### src/wfd_pkg.sv
// Shared types, sizes and codes for the wait-for deadlock detector.
`timescale 1ns / 1ps

package wfd_pkg;

    localparam int MAX_EDGES = 64;
    localparam int IDX_W     = $clog2(MAX_EDGES);
    localparam int CNT_W     = $clog2(MAX_EDGES + 1);
    localparam int STEP_W    = $clog2(MAX_EDGES + 2);
    localparam int ID_W      = 64;
    localparam int OUT_CNT_W = 7;

    localparam logic [1:0] OP_NOTE       = 2'd0;
    localparam logic [1:0] OP_CLEAR      = 2'd1;
    localparam logic [1:0] OP_CLEAR_PAIR = 2'd2;

    typedef struct packed {
        logic [1:0]      opcode;
        logic [ID_W-1:0] waiter_id;
        logic [ID_W-1:0] holder_id;
    } in_t;

    typedef struct packed {
        logic                 deadlock;
        logic                 table_full;
        logic [OUT_CNT_W-1:0] edges_removed;
        logic [OUT_CNT_W-1:0] edge_count;
    } out_t;

    typedef enum logic [1:0] {
        SCAN_AT     = 2'd0,
        SCAN_WAITER = 2'd1,
        SCAN_CLEAR  = 2'd2,
        SCAN_PAIR   = 2'd3
    } scan_mode_t;

    typedef struct packed {
        logic       load;
        logic       scan_start;
        scan_mode_t scan_mode;
        logic       set_dead;
        logic       update;
        logic       out_load;
    } cmd_t;

    typedef struct packed {
        logic walk_over;
        logic walk_self;
        logic scan_done;
        logic scan_hit;
    } stat_t;

endpackage

### src/wfd_ctrl.sv
// Operation sequencer: chain walk, waiter search, table update, clears, handshakes.
`timescale 1ns / 1ps

module wfd_ctrl (
    input  logic           aclk,
    input  logic           aresetn,
    input  logic           s_valid,
    output logic           s_ready,
    input  logic [1:0]     s_opcode,
    output logic           m_valid,
    input  logic           m_ready,
    input  wfd_pkg::stat_t stat,
    output wfd_pkg::cmd_t  cmd
);

    typedef enum logic [6:0] {
        ST_IDLE       = 7'b0000001,
        ST_WALK_CHECK = 7'b0000010,
        ST_WALK_SCAN  = 7'b0000100,
        ST_FIND       = 7'b0001000,
        ST_UPDATE     = 7'b0010000,
        ST_CLEAR      = 7'b0100000,
        ST_DONE       = 7'b1000000
    } state_t;

    state_t state_reg, state_next;
    logic   m_valid_reg, m_valid_next;
    logic   out_free;

    assign out_free = !m_valid_reg || m_ready;
    assign s_ready  = state_reg == ST_IDLE;
    assign m_valid  = m_valid_reg;

    always_comb begin
        state_next = state_reg;
        cmd        = '0;
        unique case (state_reg)
            ST_IDLE: begin
                if (s_valid) begin
                    cmd.load = 1'b1;
                    priority if (s_opcode == wfd_pkg::OP_NOTE) begin
                        state_next = ST_WALK_CHECK;
                    end else if (s_opcode == wfd_pkg::OP_CLEAR) begin
                        cmd.scan_start = 1'b1;
                        cmd.scan_mode  = wfd_pkg::SCAN_CLEAR;
                        state_next     = ST_CLEAR;
                    end else if (s_opcode == wfd_pkg::OP_CLEAR_PAIR) begin
                        cmd.scan_start = 1'b1;
                        cmd.scan_mode  = wfd_pkg::SCAN_PAIR;
                        state_next     = ST_CLEAR;
                    end else begin
                        state_next = ST_DONE;
                    end
                end
            end
            ST_WALK_CHECK: begin
                priority if (stat.walk_over) begin
                    cmd.scan_start = 1'b1;
                    cmd.scan_mode  = wfd_pkg::SCAN_WAITER;
                    state_next     = ST_FIND;
                end else if (stat.walk_self) begin
                    cmd.set_dead = 1'b1;
                    state_next   = ST_DONE;
                end else begin
                    cmd.scan_start = 1'b1;
                    cmd.scan_mode  = wfd_pkg::SCAN_AT;
                    state_next     = ST_WALK_SCAN;
                end
            end
            ST_WALK_SCAN: begin
                if (stat.scan_done) begin
                    if (stat.scan_hit) begin
                        state_next = ST_WALK_CHECK;
                    end else begin
                        cmd.scan_start = 1'b1;
                        cmd.scan_mode  = wfd_pkg::SCAN_WAITER;
                        state_next     = ST_FIND;
                    end
                end
            end
            ST_FIND: begin
                if (stat.scan_done) begin
                    state_next = ST_UPDATE;
                end
            end
            ST_UPDATE: begin
                cmd.update = 1'b1;
                state_next = ST_DONE;
            end
            ST_CLEAR: begin
                if (stat.scan_done) begin
                    state_next = ST_DONE;
                end
            end
            ST_DONE: begin
                if (out_free) begin
                    cmd.out_load = 1'b1;
                    state_next   = ST_IDLE;
                end
            end
            default: begin
                state_next = ST_IDLE;
            end
        endcase
    end

    always_comb begin
        m_valid_next = m_valid_reg;
        if (cmd.out_load) begin
            m_valid_next = 1'b1;
        end else if (m_ready) begin
            m_valid_next = 1'b0;
        end
    end

    always_ff @(posedge aclk) begin
        if (!aresetn) begin
            state_reg   <= ST_IDLE;
            m_valid_reg <= 1'b0;
        end else begin
            state_reg   <= state_next;
            m_valid_reg <= m_valid_next;
        end
    end

endmodule

### config.mk
export PLATFORM = sky130hd
export DESIGN_NAME = wfd_ctrl
export DESIGN_NICKNAME = d
export VERILOG_FILES = /design/src/wfd_pkg.sv /design/src/wfd_ctrl.sv
export SDC_FILE = /design/constraint.sdc
export NUM_CORES = 1
export LEC_CHECK = 0
export BUFFER_PORTS_ARGS = -buffer_cell sky130_fd_sc_hd__buf_2
export CORE_AREA = 4 4 41 43
export DETAILED_ROUTE_END_ITERATION = 8
export DIE_AREA = 0 0 45 47
export GPL_TIMING_DRIVEN = 0
export PLACE_DENSITY = 0.79
export RECOVER_POWER = 50
export SYNTH_ARGS = -nofsm -noshare
export SYNTH_HDL_FRONTEND = slang
export SYNTH_SLANG_ARGS = --single-unit
### constraint.sdc
create_clock -name aclk -period 3.55 [get_ports aclk]
set_input_delay 0.5325 -clock aclk [delete_from_list [all_inputs] [get_ports aclk]]
set_output_delay 0.5325 -clock aclk [all_outputs]
set_load 0.05 [all_outputs]
# After elaboration in Yosys (flattened, before gate mapping)
# Index checks and enable logic that the tools add are counted.
[word_totals] regBits=8 latch_bits=0 mem_bits_rw=0 mem_bits_ro=0 input_bits=10 word_cells=51 memories=0
[op_classes] addsub=0 multipliers=0 div=0 order_cmp=0 eq_ne=14 n_shift=0 muxes=30 n_bitwise=0 reduce_logical=5
[op_table] op="2-to-1 mux 7 bit" count=10
[op_table] op="one-hot mux 7 bit (7 select lines)" count=1
[op_table] op="2-to-1 mux 3 bit" count=7
[op_table] op="!= test 2 bit (second input constant)" count=5
[op_table] op="2-to-1 mux 1 bit" count=9
[op_table] op="one-hot mux 3 bit (3 select lines)" count=1
[op_table] op="2-to-1 mux 4 bit" count=2
[op_table] op="equality test 7 x 1 -> 1 bit (second input constant)" count=1
[op_table] op="equality test 7 x 2 -> 1 bit (second input constant)" count=1
[op_table] op="equality test 7 x 3 -> 1 bit (second input constant)" count=1
[op_table] op="equality test 7 x 4 -> 1 bit (second input constant)" count=1
[op_table] op="equality test 7 x 5 -> 1 bit (second input constant)" count=1
[op_table] op="equality test 7 x 6 -> 1 bit (second input constant)" count=1
[op_table] op="equality test 7 bit (second input constant)" count=1
[op_table] op="AND reduction 5 bit" count=1
[op_table] op="equality test 2 x 1 -> 1 bit (second input constant)" count=1
[op_table] op="equality test 2 bit (second input constant)" count=1
[op_table] op="logical NOT 2 bit" count=1
[op_table] op="nonzero test 2 bit" count=1
[op_table] op="logical NOT 1 bit" count=1
[op_table] op="logical OR 1 bit" count=1

# Longest topological paths before layout
# Gate-level depths: netlist (run 1).
[depth] ltp_word=6 depth_mapped=5 ltp_nobuf=5

# Worst setup path after synthesis (run 1)
# No wires, ideal clock.
[synth_timing] path_type="register to output" startpoint="register state_reg[3]" endpoint="output port cmd[1] (netlist bit)" arrival_ns=2.625 required_ns=3.017 path_slack_ns=0.393 path_stages_with_launch=4 path_buffers=1 cell_sequence="dfxtp_1 > buf_6 > or4_4 > nor4b_1"
[synth_lines] element="start, declared" line_no="wfd_ctrl.sv:26" rtl="state_t state_reg, state_next;"
[synth_lines] element="start signal, assigned" line_no="wfd_ctrl.sv:121" rtl="state_reg <= state_next;"
[synth_lines] element="end, declared" line_no="wfd_ctrl.sv:13" rtl="output wfd_pkg::cmd_t cmd"

==> results of run 1 <==
==> metrics by stage <==
| stage | hold slack (ns) | power (mW) |
|---|---|---|
| after floorplan | 0.614 | 0.205 |
| after global placement | 0.628 | 0.233 |
| after detailed placement | 0.643 | 0.236 |
| after CTS | 0.529 | 0.310 |
| after global routing | 0.536 | 0.323 |
| final | 0.534 | 0.302 |
==> routing by layer <==
layer	global-route usage (%)	wire length, µm	vias to the layer above
met4	5.26	11	0
met5	0	0	-
met3	6.13	123	2
met1	23.8	732	312
li1	-	-	331
met2	32.5	830	26
==> how the worst min path moves through the flow <==
stage / end / slack, ns / depth (start not counted)
final: state_reg[4]$_SDFFE_PN0P_ / 0.53 / 3
after floorplan: state_reg[4]$_SDFFE_PN0P_ / 0.61 / 2
after detailed placement: m_valid$_SDFFE_PN0P_ / 0.64 / 3
after global placement: m_valid$_SDFFE_PN0P_ / 0.63 / 3
after CTS: state_reg[4]$_SDFFE_PN0P_ / 0.53 / 3
after global routing: state_reg[4]$_SDFFE_PN0P_ / 0.54 / 3
==> worst max-delay path: cells and delay by family, from the launching register on <==
family / cells / cell delay [ns]
buffers and inverters: 2 / 0.39
and+or+nand+nor: 2 / 1.16
AOI/OAI and AO/OA: 2 / 0.38
DFF: 1 / 0.30
==> synthesized netlist by cell type, drive strengths merged <==
master	n	area share, %
dfxtp	8	23
inv	7	3.8
buf	5	5.3
nor2	5	2.7
nor4b	5	10
nand2	4	2.2
nor4	4	6.7
and3	3	2.7
ha	3	5.4
nor2b	3	2.7
a211oi	2	2.2
a21oi	2	1.5
nor3	2	1.5
or3	2	1.8
or4	2	3.3
xnor2	2	2.5
a21o	1	1.1
a221o	1	1.5
a22o	1	1.3
a31o	1	1.3
a31oi	1	0.91
a32o	1	1.5
and2	1	0.91
and3b	1	1.3
nand3	1	0.73
o211ai	1	1.1
o21a	1	1.1
o21ai	1	0.73
o32a	1	1.5
o32ai	1	1.3
or2	1	0.91
or2b	1	1.1
or3b	1	1.3
or4bb	1	1.6
xor2	1	1.3
==> power by group through the flow <==
stage	combinational, mW	clock (mW)	sequential [mW]
2_1_floorplan	0.105	0	0.101
3_3_place_gp	0.133	0	0.101
4_1_cts	0.136	0.0751	0.0990
3_5_place_dp	0.135	0	0.101
6_report	0.132	0.0715	0.0989
5_1_grt	0.142	0.0806	0.0997
==> cells by family after synthesis <==
kind of cell               after synthesis
and+or+nand+nor                         37
AOI/OAI and AO/OA                       15
buffers and inverters                   12
DFF                                      8
xor gates and xnor gates                 3
adders and majority gates                3
==> layout make-up <==
class	instances	share of cell area, %
plain buffers	5	4.57
clock buffers	3	2.83
flip-flops and latches	8	20.2
inverters	7	3.31
multi-input cells	58	55.6
repair buffers	18	11.2
well taps	15	2.36
==> run summary, run 1 <==
Initial Util: 53.0%
gr ovfl total: 0
Clock transition at path regs: 0.06 ns
Psw: 0.123 mW
pin count of the biggest net entering global routing: 11
Least-Margin Pin Slew: 0.687 ns
fmax: 332 MHz
Hold Path Origin: stat[1]
Die X: 45 µm
critical path's largest stage delay: 0.61 ns
die area: 0.00212 mm²
# IOs: 19
max-slew violation count: 0
CP endpoint: cmd[3]
CP Cell Sequence: buf_6 -> or4_4 -> nor4b_1 -> a32o_1 -> a21o_1 -> buf_2
RR Endpoint: state_reg[3]$_SDFFE_PN0P_
most frequent cells in the layout: buf_2 (19), dfxtp_1 (8), inv_1 (7)
clk_skew: 0.00901 ns
Worst EP required: 3.02 ns
max reg flops: 7
R2R setup slack: 1.48 ns
post-synth cell types: 41
post-route antenna net violation count: 0
Data arrival, critical path: 2.48 ns
placed cell areas: 798 µm²
placed insts: 111
first-pass GRT wire length: 2880 µm
routability cong.: 0.868
largest family of logic cells by synthesized area: simple AND/OR/NAND/NOR gates
Pint: 0.179 mW
critical path class: flip-flop to primary output
min cycle time layout: 3.01 ns
Place WS: 1.13 ns
initial drt markers: 14
buffers added on ports: 18
final worst setup slack: 0.541 ns
Crit. End Element: primary output
Synth Area per Inst: 8.84 µm²
Inserted Clock Buffers: 3
DR WL/cell: 14.9 µm
nets@finish: 114
Hold Crit Class: input pin to flip-flop
Via density: 5.89
TritonCTS clock tree: done
share of cells above drive strength 1: 30.3%
number of setup violations in the final report: 0
commonest non-fill, non-tap cell in the layout: buf_2
clock root buffer: clkbuf_4
drt pass-1 iters: 5
post-CTS setup buffers: 0
Remaining DRCs: 0
via count: 671
CTS max path bufs: 2
Register Area: 160 µm²
Seq/Total Area, Yosys: 23.2%
XOR/XNOR Fraction of Synth Area: 3.81%
Critical Path Fanout Max: 9
RR Startpoint: state_reg[3]$_SDFFE_PN0P_
fillers: 123
Final Util: 61.1%
power share of the clock group: 23.7%
Skew-Pair Late Insertion Delay: 0.26 ns
multiplexer share of the synthesized area: 0%
Seq pwr share: 32.8%
Seq cells post-synth: 8
Area Growth Syn to Fin: 15.2%
Cells after Synth: 78
design area: 795 µm²
CTS Sinks: 8
Tcrit/Tclk final: 84.8%
Gate power share: 43.6%
ANT cells: 0
synthesized cell area: 689 µm²
Slew headroom: 53.5%
CP startpoint: state_reg[3]$_SDFFE_PN0P_
PD cells: 380 mW/mm²
total wire length: 1700 µm
fin cells: 114
outcome: finished, final reports clean
# resized after CTS: 0
syn nets: 91
Hold-fix buffers, CTS: 0
R2R depth: 5
Die Span Y: 47 µm
VDD IR max: 0.277 mV
vias in the first global route: 634
Max-Cap Viols: 0
critical-path cell with the highest stage delay: nor4b_1
Synth Area in Compound Gates: 16.7%
# rows: 13
switching part of the total: 40.9%
Fin. Hold Viols: 0
CP startpoint kind: flip-flop
post-synthesis simple-gate area fraction: 41.7%
GRT Util Overall: 19.3%
core footprint: 0.00130 mm²
Multi-input gate area: 442 µm²
Max H-tree Level: 1
setup TNS: 0 ns
DP HPWL: 1280 µm
P_leak: 0.380 nW
total of warnings raised by yosys: 0
adder-cell share of the synthesized area: 5.44%
RSZ-0062 raised after global routing: false
initial antenna violation count: 0
Power figures use the tool's default switching activity.
==> run 2, diff against run 1 <==
CORE_AREA = not set   (was 4 4 41 43)
CORE_MARGIN = 4   (was not set)
CORE_UTILIZATION = 50   (was not set)
DIE_AREA = not set   (was 0 0 45 47)
PLACE_DENSITY = 0.77   (was 0.79)
clock period = 2.9 ns   (was 3.55 ns; I/O delays follow)
==> run summary, run 2 (same netlist as run 1, synthesis figures left out) <==
worst path buffer plus inverter count: 2 (unchanged)
core footprint: 0.00130 mm² (unchanged)
Hold-fix buffers, CTS: 0 (unchanged)
Inserted Clock Buffers: 3 (unchanged)
clock root buffer: clkbuf_4
family with the most delay on the worst path: simple AND/OR/NAND/NOR gates
# rows: 13 (unchanged)
Clock transition at path regs: 0.06 ns (about the same)
Remaining DRCs: 0 (unchanged)
Skew-Pair Late Insertion Delay: 0.26 ns (about the same)
critical-path cell with the highest stage delay: or4_4
die area: 0.00204 mm² (-3.7%)
Data arrival, critical path: 2.34 ns (-0.14 ns)
PD cells: 467 mW/mm² (+23%)
fillers: 120 (-2.4%)
CP Cell Sequence: buf_4 -> or4_4 -> nor4_4 -> nand3_1 -> o211ai_1 -> buf_2
TritonCTS clock tree: done
clk_skew: 0.00902 ns (+0.0000116 ns)
VDD IR max: 0.285 mV (+3.2%)
first-pass GRT wire length: 2730 µm (-5.5%)
Place WS: 0.437 ns (-0.689 ns)
most frequent cells in the layout: buf_2 (19), dfxtp_1 (8), inv_1 (7)
vias in the first global route: 631 (-0.47%)
max-slew violation count: 0 (unchanged)
# IOs: 19 (unchanged)
initial drt markers: 20 (+6)
Die Span Y: 45.1 µm (-4.0%)
RSZ-0062 raised after global routing: false
initial antenna violation count: 0 (unchanged)
CP startpoint kind: flip-flop
share of cells above drive strength 1: 32.3% (+2.0 points)
CTS max path bufs: 2 (unchanged)
Die X: 45.1 µm (+0.29%)
setup TNS: 0 ns (unchanged)
DP HPWL: 1300 µm (+1.4%)
Slew headroom: 60.8% (+7.2 points)
max reg flops: 7 (unchanged)
Final Util: 62.0% (+0.96 points)
Fin. Hold Viols: 0 (unchanged)
drt pass-1 iters: 4 (-1)
ANT cells: 0 (unchanged)
DR WL/cell: 14.9 µm (+0.12%)
critical path class: flip-flop to primary output
Final Total Pwr: 0.377 mW (+25%)
total wire length: 1700 µm (+0.12%)
critical path's largest stage delay: 0.56 ns (-0.05 ns)
via count: 672 (+0.15%)
GRT Util Overall: 18.8% (-0.54 points)
Worst EP required: 2.47 ns (-0.55 ns)
Max-Cap Viols: 0 (unchanged)
Critical Path Fanout Max: 10 (+1)
P_leak: 0.377 nW (-0.82%)
Crit. End Element: primary output
Initial Util: 53.0% (unchanged)
number of setup violations in the final report: 0 (unchanged)
final worst setup slack: 0.125 ns (-0.417 ns)
CTS Sinks: 8 (unchanged)
post-route antenna net violation count: 0 (unchanged)
Via density: 5.89 (+0.15%)
Hold Crit Class: input pin to flip-flop
Area Growth Syn to Fin: 17.1%
design area: 807 µm² (+1.6%)
commonest non-fill, non-tap cell in the layout: buf_2
min cycle time layout: 2.78 ns
fmax: 360 MHz
Tcrit/Tclk final: 95.7%
nets@finish: 114 (unchanged)
pin count of the biggest net entering global routing: 11 (unchanged)
post-CTS setup buffers: 0 (unchanged)
outcome: finished, final reports clean
gr ovfl total: 0 (unchanged)
routability cong.: 0.900 (+3.7%)
placed cell areas: 802 µm² (+0.47%)
buffers added on ports: 18 (unchanged)
Max H-tree Level: 1 (unchanged)
Least-Margin Pin Slew: 0.591 ns (-0.0963 ns)
# resized after CTS: 0 (unchanged)
[run 2: cell counts in the layout (fill, tap and decap cells not counted)]
Identical to the previous run, type by type.
[run 2: final cells by class]
cell class | instances | area [µm²] | area share, %
buffer | 5 | 36.3 | 4.50
clock buffer | 3 | 22.5 | 2.79
inverter | 7 | 26.3 | 3.26
timing repair buffer | 18 | 88.8 | 11.0
tap | 15 | 18.8 | 2.33
sequential | 8 | 160 | 19.8
multi-input combinational | 58 | 454 | 56.3
[run 2: power by group]
group	internal [mW]	switching, mW	total, mW
logic	0.0580	0.108	0.166
registers	0.116	0.00472	0.121
clock network	0.0477	0.0422	0.0898
total	0.222	0.155	0.377
[run 2: path summary, 6_finish.rpt]
kind                                           startpoint                        end  cells after the start  slack [ns]
worst max register to register  state_reg[3]$_SDFFE_PN0P_  state_reg[0]$_SDFFE_PN1P_                      5        0.77
worst max-delay path            state_reg[2]$_SDFFE_PN0P_                     cmd[5]                      6        0.12
worst min register to register       m_valid$_SDFFE_PN0P_       m_valid$_SDFFE_PN0P_                      3        0.64
worst min-delay path                              stat[1]  state_reg[4]$_SDFFE_PN0P_                      3        0.43
[run 2: worst register-to-register path, stage by stage, from the launching register on]
cell,delay (ns)
dfxtp_1,0.30
buf_6,0.13
or4_1,0.64
nor4_1,0.49
nor3_1,0.14
a221o_1,0.32
[run 2: metal layers]
metal	routed length [µm]	track usage, %	share of wire (%)
met1	776	23.6	46
met2	811	28.5	48
met3	104	7.17	6.1
met4	8	7.60	0.47
met5	0	0	0
[run 2: stage by stage]
step	std cells	hold WS, ns
3_5_place_dp	111	0.635
4_1_cts	114	0.432
5_1_grt	114	0.452
2_1_floorplan	78	0.553
6_report	114	0.430
3_3_place_gp	111	0.626
==> run 3, diff against run 2 <==
--- a/constraint.sdc
+++ b/constraint.sdc
@@ -3,2 +3,2 @@
 set_output_delay 0.435 -clock aclk [all_outputs]
-set_load 0.05 [all_outputs]
+set_load 0.1 [all_outputs]
==> run summary, run 3 (same netlist as run 1, synthesis figures left out) <==
outcome: finished, final reports clean
CP startpoint kind: flip-flop
gr ovfl total: 0 (unchanged)
Via density: 5.83 (-1.0%)
Slew headroom: 23.0% (-38 points)
Worst EP required: 2.47 ns (about the same)
RSZ-0062 raised after global routing: false
family with the most delay on the worst path: simple AND/OR/NAND/NOR gates
number of setup violations in the final report: 0 (unchanged)
placed cell areas: 821 µm² (+2.3%)
CTS Sinks: 8 (unchanged)
design area: 847 µm² (+5.0%)
pin count of the biggest net entering global routing: 11 (unchanged)
vias in the first global route: 665 (+5.4%)
P_leak: 0.381 nW (+0.92%)
fillers: 118 (-1.7%)
routability cong.: 0.847 (-6.0%)
# IOs: 19 (unchanged)
core footprint: 0.00130 mm² (unchanged)
clock root buffer: clkbuf_4
nets@finish: 114 (unchanged)
# rows: 13 (unchanged)
max-slew violation count: 0 (unchanged)
final worst setup slack: 0.0785 ns (-0.0460 ns)
most frequent cells in the layout: buf_2 (16), dfxtp_1 (8), inv_1 (7)
Place WS: 0.320 ns (-0.116 ns)
initial drt markers: 23 (+15%)
share of cells above drive strength 1: 36.4% (+4.0 points)
Skew-Pair Late Insertion Delay: 0.26 ns (about the same)
Tcrit/Tclk final: 97.3% (+1.6 points)
DP HPWL: 1290 µm (-0.75%)
Max H-tree Level: 1 (unchanged)
min cycle time layout: 2.82 ns (+0.0460 ns)
Inserted Clock Buffers: 3 (unchanged)
max reg flops: 7 (unchanged)
ANT cells: 0 (unchanged)
TritonCTS clock tree: done
fmax: 354 MHz (-1.6%)
worst path buffer plus inverter count: 2 (unchanged)
VDD IR max: 0.369 mV (+29%)
Die Span Y: 45.1 µm (unchanged)
Data arrival, critical path: 2.39 ns (+0.05 ns)
critical path's largest stage delay: 0.55 ns (about the same)
initial antenna violation count: 0 (unchanged)
die area: 0.00204 mm² (unchanged)
Least-Margin Pin Slew: 1.16 ns (+0.570 ns)
total wire length: 1700 µm (+0.24%)
Final Total Pwr: 0.434 mW (+15%)
Initial Util: 53.0% (unchanged)
critical path class: flip-flop to primary output
Crit. End Element: primary output
Remaining DRCs: 0 (unchanged)
post-route antenna net violation count: 0 (unchanged)
Max-Cap Viols: 0 (unchanged)
DR WL/cell: 14.9 µm (+0.24%)
commonest non-fill, non-tap cell in the layout: buf_2
Area Growth Syn to Fin: 22.9%
Fin. Hold Viols: 0 (unchanged)
GRT Util Overall: 19.0% (+0.24 points)
CP Cell Sequence: buf_6 -> or4_4 -> nor4_4 -> and2_4 -> a21o_4 -> buf_2
Die X: 45.1 µm (unchanged)
clk_skew: 0.00448 ns (-0.00454 ns)
buffers added on ports: 18 (unchanged)
first-pass GRT wire length: 2850 µm (+4.6%)
CTS max path bufs: 2 (unchanged)
drt pass-1 iters: 4 (unchanged)
critical-path cell with the highest stage delay: or4_4
Clock transition at path regs: 0.06 ns (about the same)
Critical Path Fanout Max: 8 (-2)
Final Util: 65.1% (+3.1 points)
Hold Crit Class: input pin to flip-flop
PD cells: 513 mW/mm² (+9.7%)
via count: 665 (-1.0%)
-- run 3: layout make-up --
type / instances / area, µm² / area share (%)
inverter: 7 / 26.3 / 3.10
sequential: 8 / 160 / 18.9
tap: 15 / 18.8 / 2.22
buffer: 5 / 42.5 / 5.02
clock buffer: 3 / 22.5 / 2.66
multi-input combinational: 58 / 483 / 57.0
timing repair buffer: 18 / 93.8 / 11.1
-- run 3: stage by stage --
step	hold slack, ns	std cells	TNS, ns
after floorplan	0.553	78	-2.58
after global placement	0.612	111	0
after detailed placement	0.619	111	0
after CTS	0.432	114	0
after global routing	0.450	114	0
final	0.432	114	0
-- run 3: path summary, 6_finish.rpt --
check,cells past startpoint,endpoint,startpoint,slack [ns]
worst min-delay path,3,state_reg[4]$_SDFFE_PN0P_,stat[1],0.43
worst min register to register,3,state_reg[5]$_SDFFE_PN0P_,state_reg[5]$_SDFFE_PN0P_,0.63
worst max register to register,5,state_reg[0]$_SDFFE_PN1P_,state_reg[3]$_SDFFE_PN0P_,1.00
worst max-delay path,6,cmd[3],state_reg[5]$_SDFFE_PN0P_,0.08
-- run 3: timing repair --
action	4_1_cts	5_1_grt
resized for setup	0	2
hold buffers	0	0
endpoints found under the setup margin	0	2
buffers inserted	0	0
-- run 3: power by group --
group / internal, mW / switching, mW / total (mW) / leakage, nW
Combinational: 0.0647 / 0.158 / 0.222 / 0.302
Sequential: 0.116 / 0.00520 / 0.121 / 0.0650
Clock: 0.0477 / 0.0430 / 0.0907 / 0.0138
-- run 3: tightest hold or removal path: stages --
cell	delay [ns]
buf_2	0.13
nand2_1	0.06
nor4_1	0.04
-- run 3: layer usage --
layer / vias up / track usage, % / share of wire, %
met4: 0 / 4.09 / 0.35
li1: 334 / - / -
met1: 316 / 24.6 / 48
met5: - / 0 / 0
met3: 2 / 5.98 / 4.3
met2: 13 / 30.8 / 47
